`config.mk`:
```
export PLATFORM = sky130hd
export DESIGN_NAME = psg_tone_noise_generator_top
export DESIGN_NICKNAME = d
export VERILOG_FILES = /design/src/design/psg_pkg.sv /design/src/design/psg_queue.sv /design/src/design/psg_divider.sv /design/src/design/psg_engine.sv /design/src/design/psg_tone_noise_generator_top.sv
export SDC_FILE = /design/constraint.sdc
export NUM_CORES = 1
export LEC_CHECK = 0
export ABC_AREA = 1
export BUFFER_PORTS_ARGS = -buffer_cell sky130_fd_sc_hd__buf_2
export CAP_MARGIN = 15
export CORE_ASPECT_RATIO = 1.25
export CORE_UTILIZATION = 48
export CTS_CLUSTER_DIAMETER = 50
export DETAILED_ROUTE_END_ITERATION = 7
export PLACE_DENSITY = 0.62
export SETUP_SLACK_MARGIN = 0.3
export SKIP_CTS_REPAIR_TIMING = 1
export SYNTH_ARGS = -nofsm -noshare
export SYNTH_HDL_FRONTEND = slang
export SYNTH_SLANG_ARGS = --single-unit
export TNS_END_PERCENT = 30
```
`constraint.sdc`:
```
create_clock -name clock -period 5.4 [get_ports clock]
set_input_delay 1.35 -clock clock [delete_from_list [all_inputs] [get_ports clock]]
set_output_delay 1.35 -clock clock [all_outputs]
set_load 0.005 [all_outputs]
```
`src/design/psg_pkg.sv`:
```
// Package for the tone and noise sound generator: beat types, constants and
// the attenuation ROM. No dependencies.
package psg_pkg;

   typedef struct packed {
      logic       req_type;
      logic [7:0] data_byte;
   } req_beat_type;

   typedef struct packed {
      logic [12:0] tone0_level;
      logic [12:0] tone1_level;
      logic [12:0] tone2_level;
      logic [12:0] noise_level;
   } rsp_beat_type;

   localparam logic REQ_WRITE = 1'b0;
   localparam logic REQ_TICK  = 1'b1;

   localparam logic CSR_STEP_SCALE = 1'b0;
   localparam logic CSR_ENABLE     = 1'b1;

   localparam logic [16:0] CNT_MASK    = 17'h1FFFF;
   localparam logic [16:0] NOISE_SEED  = 17'h04000;
   localparam logic [16:0] FB_WHITE    = 17'h12000;
   localparam logic [16:0] FB_PERIODIC = 17'h08000;

   localparam int QUEUE_DEPTH = 2;

   function automatic logic [12:0] atten_rom(input logic [3:0] code);
      logic [12:0] v;
      unique case (code)
         4'd0:  v = 13'd6826;
         4'd1:  v = 13'd5422;
         4'd2:  v = 13'd4307;
         4'd3:  v = 13'd3421;
         4'd4:  v = 13'd2717;
         4'd5:  v = 13'd2158;
         4'd6:  v = 13'd1714;
         4'd7:  v = 13'd1362;
         4'd8:  v = 13'd1081;
         4'd9:  v = 13'd859;
         4'd10: v = 13'd682;
         4'd11: v = 13'd542;
         4'd12: v = 13'd430;
         4'd13: v = 13'd342;
         4'd14: v = 13'd271;
         default: v = 13'd0;
      endcase
      return v;
   endfunction

endpackage

```
`src/design/psg_queue.sv`:
```
// Short queue of request beats between front and back parts.
// Depends on psg_pkg.
module psg_queue (
   input  logic                  clock,
   input  logic                  reset,
   input  logic                  push,
   input  psg_pkg::req_beat_type push_data,
   output logic                  full,
   input  logic                  pop,
   output psg_pkg::req_beat_type pop_data,
   output logic                  empty
);
   psg_pkg::req_beat_type mem_ff [psg_pkg::QUEUE_DEPTH];
   logic       wr_ff, wr_in, rd_ff, rd_in;
   logic [1:0] cnt_ff, cnt_in;
   logic       do_push, do_pop;

   assign full     = (cnt_ff == 2'(psg_pkg::QUEUE_DEPTH));
   assign empty    = (cnt_ff == 2'd0);
   assign do_push  = push && !full;
   assign do_pop   = pop && !empty;
   assign pop_data = mem_ff[rd_ff];

   always_comb begin
      wr_in  = do_push ? !wr_ff : wr_ff;
      rd_in  = do_pop ? !rd_ff : rd_ff;
      cnt_in = cnt_ff + {1'b0, do_push} - {1'b0, do_pop};
   end

   always_ff @(posedge clock) begin
      if (reset) begin
         wr_ff  <= 1'b0;
         rd_ff  <= 1'b0;
         cnt_ff <= 2'd0;
      end else begin
         wr_ff  <= wr_in;
         rd_ff  <= rd_in;
         cnt_ff <= cnt_in;
      end
      if (do_push) mem_ff[wr_ff] <= push_data;
   end
endmodule

```
`src/design/psg_divider.sv`:
```
// Iterative restoring divider, one quotient bit per cycle.
// No package dependencies.
module psg_divider #(
   parameter int STEP_WIDTH = 24
) (
   input  logic                  clock,
   input  logic                  reset,
   input  logic                  start,
   input  logic [23:0]           dividend,
   input  logic [9:0]            divisor,
   output logic                  done,
   output logic [STEP_WIDTH-1:0] quotient
);
   logic [23:0] quo_ff, quo_in;
   logic [10:0] rem_ff, rem_in;
   logic [9:0]  dvs_ff, dvs_in;
   logic [4:0]  cnt_ff, cnt_in;
   logic        busy_ff, busy_in, done_ff, done_in;
   logic [10:0] trial;

   always_comb begin
      quo_in = quo_ff; rem_in = rem_ff; dvs_in = dvs_ff;
      cnt_in = cnt_ff; busy_in = busy_ff; done_in = 1'b0;
      trial  = {rem_ff[9:0], quo_ff[23]};
      if (start) begin
         quo_in = dividend; rem_in = 11'd0;
         dvs_in = (divisor == 10'd0) ? 10'd1 : divisor;
         cnt_in = 5'd0; busy_in = 1'b1;
      end else if (busy_ff) begin
         if (trial >= {1'b0, dvs_ff}) begin
            rem_in = trial - {1'b0, dvs_ff};
            quo_in = {quo_ff[22:0], 1'b1};
         end else begin
            rem_in = trial;
            quo_in = {quo_ff[22:0], 1'b0};
         end
         cnt_in = cnt_ff + 5'd1;
         if (cnt_ff == 5'd23) begin
            busy_in = 1'b0; done_in = 1'b1;
         end
      end
   end

   always_ff @(posedge clock) begin
      if (reset) begin
         busy_ff <= 1'b0; done_ff <= 1'b0; cnt_ff <= 5'd0;
      end else begin
         busy_ff <= busy_in; done_ff <= done_in; cnt_ff <= cnt_in;
      end
      quo_ff <= quo_in; rem_ff <= rem_in; dvs_ff <= dvs_in;
   end

   assign done = done_ff;
   assign quotient = STEP_WIDTH'({8'd0, quo_ff});
endmodule

```
`src/design/psg_engine.sv`:
```
// Back part: register writes, step computation and per-sample channel update.
// Depends on psg_pkg and psg_divider.
module psg_engine #(
   parameter int STEP_WIDTH = 24
) (
   input  logic                  clock,
   input  logic                  reset,
   input  logic [23:0]           step_scale,
   input  logic [3:0]            enable_mask,
   input  logic                  in_valid,
   input  psg_pkg::req_beat_type in_beat,
   output logic                  in_take,
   output logic                  out_empty,
   output psg_pkg::rsp_beat_type out_beat,
   input  logic                  out_pop
);
   localparam logic [1:0] ST_IDLE = 2'd0;
   localparam logic [1:0] ST_DIV  = 2'd1;
   localparam logic [1:0] ST_WAIT = 2'd2;

   logic [1:0]  state_ff, state_in;
   logic [2:0]  lidx_ff, lidx_in;
   logic [9:0]  regs_ff [8];
   logic [9:0]  regs_in [8];
   logic [12:0] vol_ff [4];
   logic [12:0] vol_in [4];
   logic [STEP_WIDTH-1:0] step_ff [4];
   logic [STEP_WIDTH-1:0] step_in [4];
   logic [16:0] cnt_ff [4];
   logic [16:0] cnt_in [4];
   logic [16:0] shf_ff, shf_in, fb_ff, fb_in;
   logic [1:0]  dch_ff, dch_in;
   logic        ov_ff, ov_in;
   psg_pkg::rsp_beat_type ob_ff, ob_in;
   logic        div_start, div_done;
   logic [9:0]  div_period;
   logic [STEP_WIDTH-1:0] div_q;
   logic [7:0]  d;
   logic [2:0]  idx;
   logic [12:0] lvl [4];
   logic [16:0] sum;
   logic        can_take;

   psg_divider #(.STEP_WIDTH(STEP_WIDTH)) u_div (
      .clock(clock), .reset(reset), .start(div_start), .dividend(step_scale),
      .divisor(div_period), .done(div_done), .quotient(div_q)
   );

   assign d = in_beat.data_byte;
   assign can_take = (state_ff == ST_IDLE) && in_valid && (!ov_ff || out_pop ||
                     in_beat.req_type == psg_pkg::REQ_WRITE);
   assign in_take = can_take;
   assign out_empty = !ov_ff;
   assign out_beat = ob_ff;

   always_comb begin
      state_in = state_ff; lidx_in = lidx_ff; regs_in = regs_ff; vol_in = vol_ff;
      step_in = step_ff; cnt_in = cnt_ff; shf_in = shf_ff; fb_in = fb_ff;
      dch_in = dch_ff; ob_in = ob_ff; ov_in = ov_ff && !out_pop;
      div_start = 1'b0; div_period = regs_ff[{dch_ff, 1'b0}];
      idx = d[6:4]; sum = 17'd0;
      for (int c = 0; c < 4; c++) lvl[c] = 13'd0;
      unique case (state_ff)
         ST_IDLE: begin
            if (can_take && in_beat.req_type == psg_pkg::REQ_WRITE) begin
               if (d[7]) begin
                  lidx_in = idx;
                  regs_in[idx] = {regs_ff[idx][9:4], d[3:0]};
                  if (idx[0]) begin
                     vol_in[idx[2:1]] = psg_pkg::atten_rom(d[3:0]);
                  end else if (idx[2:1] != 2'd3) begin
                     dch_in = idx[2:1]; state_in = ST_DIV;
                  end else begin
                     shf_in = psg_pkg::NOISE_SEED;
                     unique case (d[1:0])
                        2'd0: step_in[3] = STEP_WIDTH'(step_scale >> 5);
                        2'd1: step_in[3] = STEP_WIDTH'(step_scale >> 6);
                        2'd2: step_in[3] = STEP_WIDTH'(step_scale >> 7);
                        default: step_in[3] = step_ff[2] >> 1;
                     endcase
                     fb_in = d[2] ? psg_pkg::FB_WHITE : psg_pkg::FB_PERIODIC;
                  end
               end else if (!lidx_ff[0] && lidx_ff[2:1] != 2'd3) begin
                  regs_in[lidx_ff] = {d[5:0], regs_ff[lidx_ff][3:0]};
                  dch_in = lidx_ff[2:1]; state_in = ST_DIV;
               end
            end else if (can_take) begin
               for (int c = 0; c < 3; c++) begin
                  if (enable_mask[c]) begin
                     sum = cnt_ff[c] + step_ff[c][16:0];
                     if (vol_ff[c] != 13'd0 && step_ff[c] >= STEP_WIDTH'(17'h10000)) begin
                        lvl[c] = vol_ff[c];
                     end else begin
                        cnt_in[c] = sum;
                        if (vol_ff[c] != 13'd0 && sum[16]) lvl[c] = vol_ff[c];
                     end
                  end
               end
               if (enable_mask[3]) begin
                  sum = cnt_ff[3] + step_ff[3][16:0];
                  if (vol_ff[3] != 13'd0) begin
                     if (shf_ff[0]) begin
                        lvl[3] = vol_ff[3];
                        if (sum[16]) begin
                           sum[16] = 1'b0;
                           shf_in = (shf_ff ^ fb_ff) >> 1;
                        end
                     end else if (sum[16]) begin
                        sum[16] = 1'b0;
                        shf_in = shf_ff >> 1;
                     end
                  end
                  cnt_in[3] = sum;
               end
               ob_in = '{lvl[0], lvl[1], lvl[2], lvl[3]};
               ov_in = 1'b1;
            end
         end
         ST_DIV: begin
            div_start = 1'b1; state_in = ST_WAIT;
         end
         ST_WAIT: begin
            if (div_done) begin
               step_in[dch_ff] = div_q;
               if (dch_ff == 2'd2 && regs_ff[6][1:0] == 2'd3) step_in[3] = div_q >> 1;
               state_in = ST_IDLE;
            end
         end
         default: state_in = ST_IDLE;
      endcase
   end

   always_ff @(posedge clock) begin
      if (reset) begin
         state_ff <= ST_IDLE; lidx_ff <= 3'd0; ov_ff <= 1'b0;
         shf_ff <= 17'd0; fb_ff <= 17'd0; dch_ff <= 2'd0;
         for (int i = 0; i < 8; i++) regs_ff[i] <= 10'd0;
         for (int i = 0; i < 4; i++) begin
            vol_ff[i] <= 13'd0; step_ff[i] <= '0; cnt_ff[i] <= 17'd0;
         end
      end else begin
         state_ff <= state_in; lidx_ff <= lidx_in; ov_ff <= ov_in;
         shf_ff <= shf_in; fb_ff <= fb_in; dch_ff <= dch_in;
         regs_ff <= regs_in; vol_ff <= vol_in; step_ff <= step_in; cnt_ff <= cnt_in;
      end
      ob_ff <= ob_in;
   end
endmodule

```
`src/design/psg_tone_noise_generator_top.sv`:
```
// Top level of the tone and noise generator: front queue plus back engine.
// Depends on psg_pkg, psg_queue, psg_engine.
//
//  channel  ports                       beat
//  request  req_push/req_full/req_beat  req_beat_type
//  result   rsp_pop/rsp_empty/rsp_beat  rsp_beat_type
//  config   csr_we/csr_index/csr_wdata  24-bit write
//
// A tone period write waits in the engine for the bit-serial 24-bit divider;
// ticks and other writes need no division, and no beat is taken while it runs.
// Reset is synchronous; a waiting result holds until popped and later ticks
// stall in the queue.
module psg_tone_noise_generator_top #(
   parameter int STEP_WIDTH = 24
) (
   input  logic                  clock,
   input  logic                  reset,
   input  logic                  req_push,
   output logic                  req_full,
   input  psg_pkg::req_beat_type req_beat,
   output logic                  rsp_empty,
   input  logic                  rsp_pop,
   output psg_pkg::rsp_beat_type rsp_beat,
   input  logic                  csr_we,
   input  logic                  csr_index,
   input  logic [23:0]           csr_wdata
);
   logic [23:0] scale_ff;
   logic [3:0]  mask_ff;
   logic        q_empty, take;
   psg_pkg::req_beat_type q_beat;

   always_ff @(posedge clock) begin
      if (reset) begin
         scale_ff <= 24'd0; mask_ff <= 4'hF;
      end else if (csr_we) begin
         if (csr_index == psg_pkg::CSR_STEP_SCALE) scale_ff <= csr_wdata;
         else mask_ff <= csr_wdata[3:0];
      end
   end

   psg_queue u_queue (
      .clock(clock), .reset(reset), .push(req_push), .push_data(req_beat),
      .full(req_full), .pop(take), .pop_data(q_beat), .empty(q_empty)
   );

   psg_engine #(.STEP_WIDTH(STEP_WIDTH)) u_engine (
      .clock(clock), .reset(reset), .step_scale(scale_ff), .enable_mask(mask_ff),
      .in_valid(!q_empty), .in_beat(q_beat), .in_take(take),
      .out_empty(rsp_empty), .out_beat(rsp_beat), .out_pop(rsp_pop)
   );
endmodule
```
==> results.ini <==
[pwr]
max-vdd-ir-drop_mv=0.331
combPwrFrac_pct=31.6
swShare_pct=38.2
p_leak_nw=10.6
power_density_nw_per_um2=472
clkPwrFrac_pct=30.0
power_frac_seq_pct=38.4
p_int_mw=7.39
p_switching_mw=4.57

[clock_tree]
numClockSinks=469
root_buffer=clkbuf_16
htreeDepth=2
clk_latency_ns=0.63
cts_buffers=53
cts_tree=built
cts_buffer_depth=3
clkTransAtPathRegs_ns=0.06

[die]
die_w_um=197
ios=93
dieHeight_um=245
rows=88
start_util_pct=48.9
dieArea_um2=48200
coreArea_um2=46500

[synthesis]
yosys.area_share.adder_pct=5.07
synthesis.nets=3084
syn_area_um2=22700
yosys.area_share.simple_pct=18.9
ys.flop_type=dfxtp_1
synth_top_family_by_area=compound AO/OA/AOI/OAI gates
async_flop_share_pct=0
syn_area_per_cell_um2=7.69
synth_compound_area_share_pct=20.6
synth-edff-count=104
synth-xor-area-share_pct=1.85
ys_warn_count=0
ys_ff_latch=469
synth_cell_types=50
synthMuxAreaShare_pct=0
ys_seq_area_share_pct=45.9
syn_inst=2956

[worst_setup_path]
worstPathArrival_ns=4.24
crit_path_end_kind=flop
cp_max_fo=20
critPathLaunchType=flop
critPathKind=reg2reg
worstPathRequired_ns=5.92

[finish]
layout_common_cells=nand2_1, dfxtp_1, o21ai_0
diodes=0
fin_cells=3662
layout_commonest_cell=nand2_1
nets=3115
flow.area_growth_from_synthesis_pct=11.5
drive_above_1_share_pct=7.78

[drt]
vias_per_cell=5.50
ant_nets=0
drc=0
wl_per_cell_um=17.3
drt-initial-drc-count=1600
num_vias=20100
drtPass1Iterations=6
routed_wl_um=63500

[timing]
tightest_slew_ns=1.06
setup_viol=0
fin_crit_ns=3.72
drv_slew=0
clock.fmax_mhz=269
hold_viol=0
max_slew_margin_pct=28.9
hold-worst-slack_ns=0.426
final.setup.tns_ns=0
rsz0062_at_grt=false
finalClockSkew_ns=0.0402
fin_crit_sh_pct=68.8

[worst_hold_path]
hp-class=reg2reg
hold_start=u_engine.regs_ff[7]

[job]
drv_cap=0

[outcome]
outcome=complete, no violations

[placement]
io_buffers=92
place_hpwl_um=45300
place.gp.congestion=0.922
dp_cells=3561

[global_routing]
grt.overflow.total=0
track_usage_pct=26.5
grt_pass1_wl_um=102000
grt_pass1_vias=19300
grt_max_degree=127
antenna_found_initial=0

-- synthesized netlist by cell type (all sizes together) (9+ instances only) --
cell,number,area [µm²]
nand3,126,631
o21ai,378,1910
buf,39,218
clkinv,9,33.8
dfxtp,365,7310
nor4,10,62.6
o22ai,22,138
edfxtp,104,3120
or2,9,56.3
clkbuf,95,358
ha,84,1050
nor2,321,1210
a31oi,43,269
nand4,15,93.8
xor2,28,245
nor3,24,136
o211ai,34,255
a21oi,311,1570
nand3b,10,75.1
nand2,527,1980
xnor2,20,175
inv,303,1140
a21o,10,75.1
o21bai,14,105
o221ai,17,149
-- final timing paths --
kind | endpoint | slack (ns) | cells after the start
min | u_engine.regs_ff[7] | 0.43 | 2
max reg2reg | u_engine.step_ff[2] | 1.68 | 10
min reg2reg | u_engine.regs_ff[7] | 0.43 | 2
max | u_engine.step_ff[2] | 1.68 | 10
-- state kept, by name (all words and copies together) (netlist names), 2 cells and up, named ones only --
register and count:
u_queue.mem_ff 18, u_engine.shf_ff 16, u_engine.lidx_ff 3, mask_ff 4, u_engine.step_ff 89, u_engine.regs_ff 80, u_engine.u_div.cnt_ff 5, u_engine.out_beat 52
u_engine.fb_ff 2, u_engine.cnt_ff 68, u_engine.u_div.rem_ff 10, scale_ff 24, u_queue.cnt_ff 2, u_engine.u_div.dvs_ff 10, u_engine.u_div.quotient 24, u_engine.dch_ff 2
u_engine.state_ff 2, u_engine.vol_ff 52
-- power by group through the flow --
stage	logic [mW]	registers, mW	clock network [mW]
2_1_floorplan	2.66	4.56	0
3_3_place_gp	3.67	4.65	0
3_5_place_dp	3.74	4.66	0
4_1_cts	3.76	4.59	3.66
5_1_grt	4.22	4.66	3.80
6_report	3.78	4.60	3.58
-- layout make-up --
type,instances,area (µm²)
clock buffers,74,1530
clock inverters,26,229
fillers,4429,21100
inverters,312,1180
multi-input cells,2041,10600
flip-flops and latches,469,10400
well taps,630,788
repair buffers,110,628
-- routing by layer --
metal / GRT usage [%] / vias up / wire length (µm)
met2: 45.3 / 589 / 30500
met3: 3.50 / 158 / 3140
met4: 13.5 / 0 / 3080
met1: 32.6 / 9343 / 26700
met5: 0 / - / 0
li1: - / 10100 / -
-- cell families after synthesis --
family	Yosys count
xor+xnor	48
simple gates	1047
compound gates	857
buf+inv	446
fa+ha+maj	89
flops	469
-- worst max-delay path, cell delays in order (launching register included) --
cell and delay (ns):
dfxtp_1 0.61, inv_2 0.20, or2_2 0.33, o21ai_2 0.22
clkinv_1 0.53, ha_1 0.67, inv_1 0.52, o21ai_0 0.19
nand3_1 0.11, nand2_1 0.07, a21oi_1 0.16
-- metrics by stage --
stage / setup WS [ns] / utilization, % / area (µm²) / power (mW)
floorplan: 1.62 / - / 22700 / 7.21
global placement: 1.74 / 50.7 / 23600 / 8.32
detailed placement: 1.73 / 50.7 / 23600 / 8.40
CTS: 1.69 / 54.5 / 25300 / 12.0
global route: 1.31 / 54.5 / 25300 / 12.7
finish: 1.68 / 54.5 / 25300 / 12.0
Power figures use the tool's default switching activity.
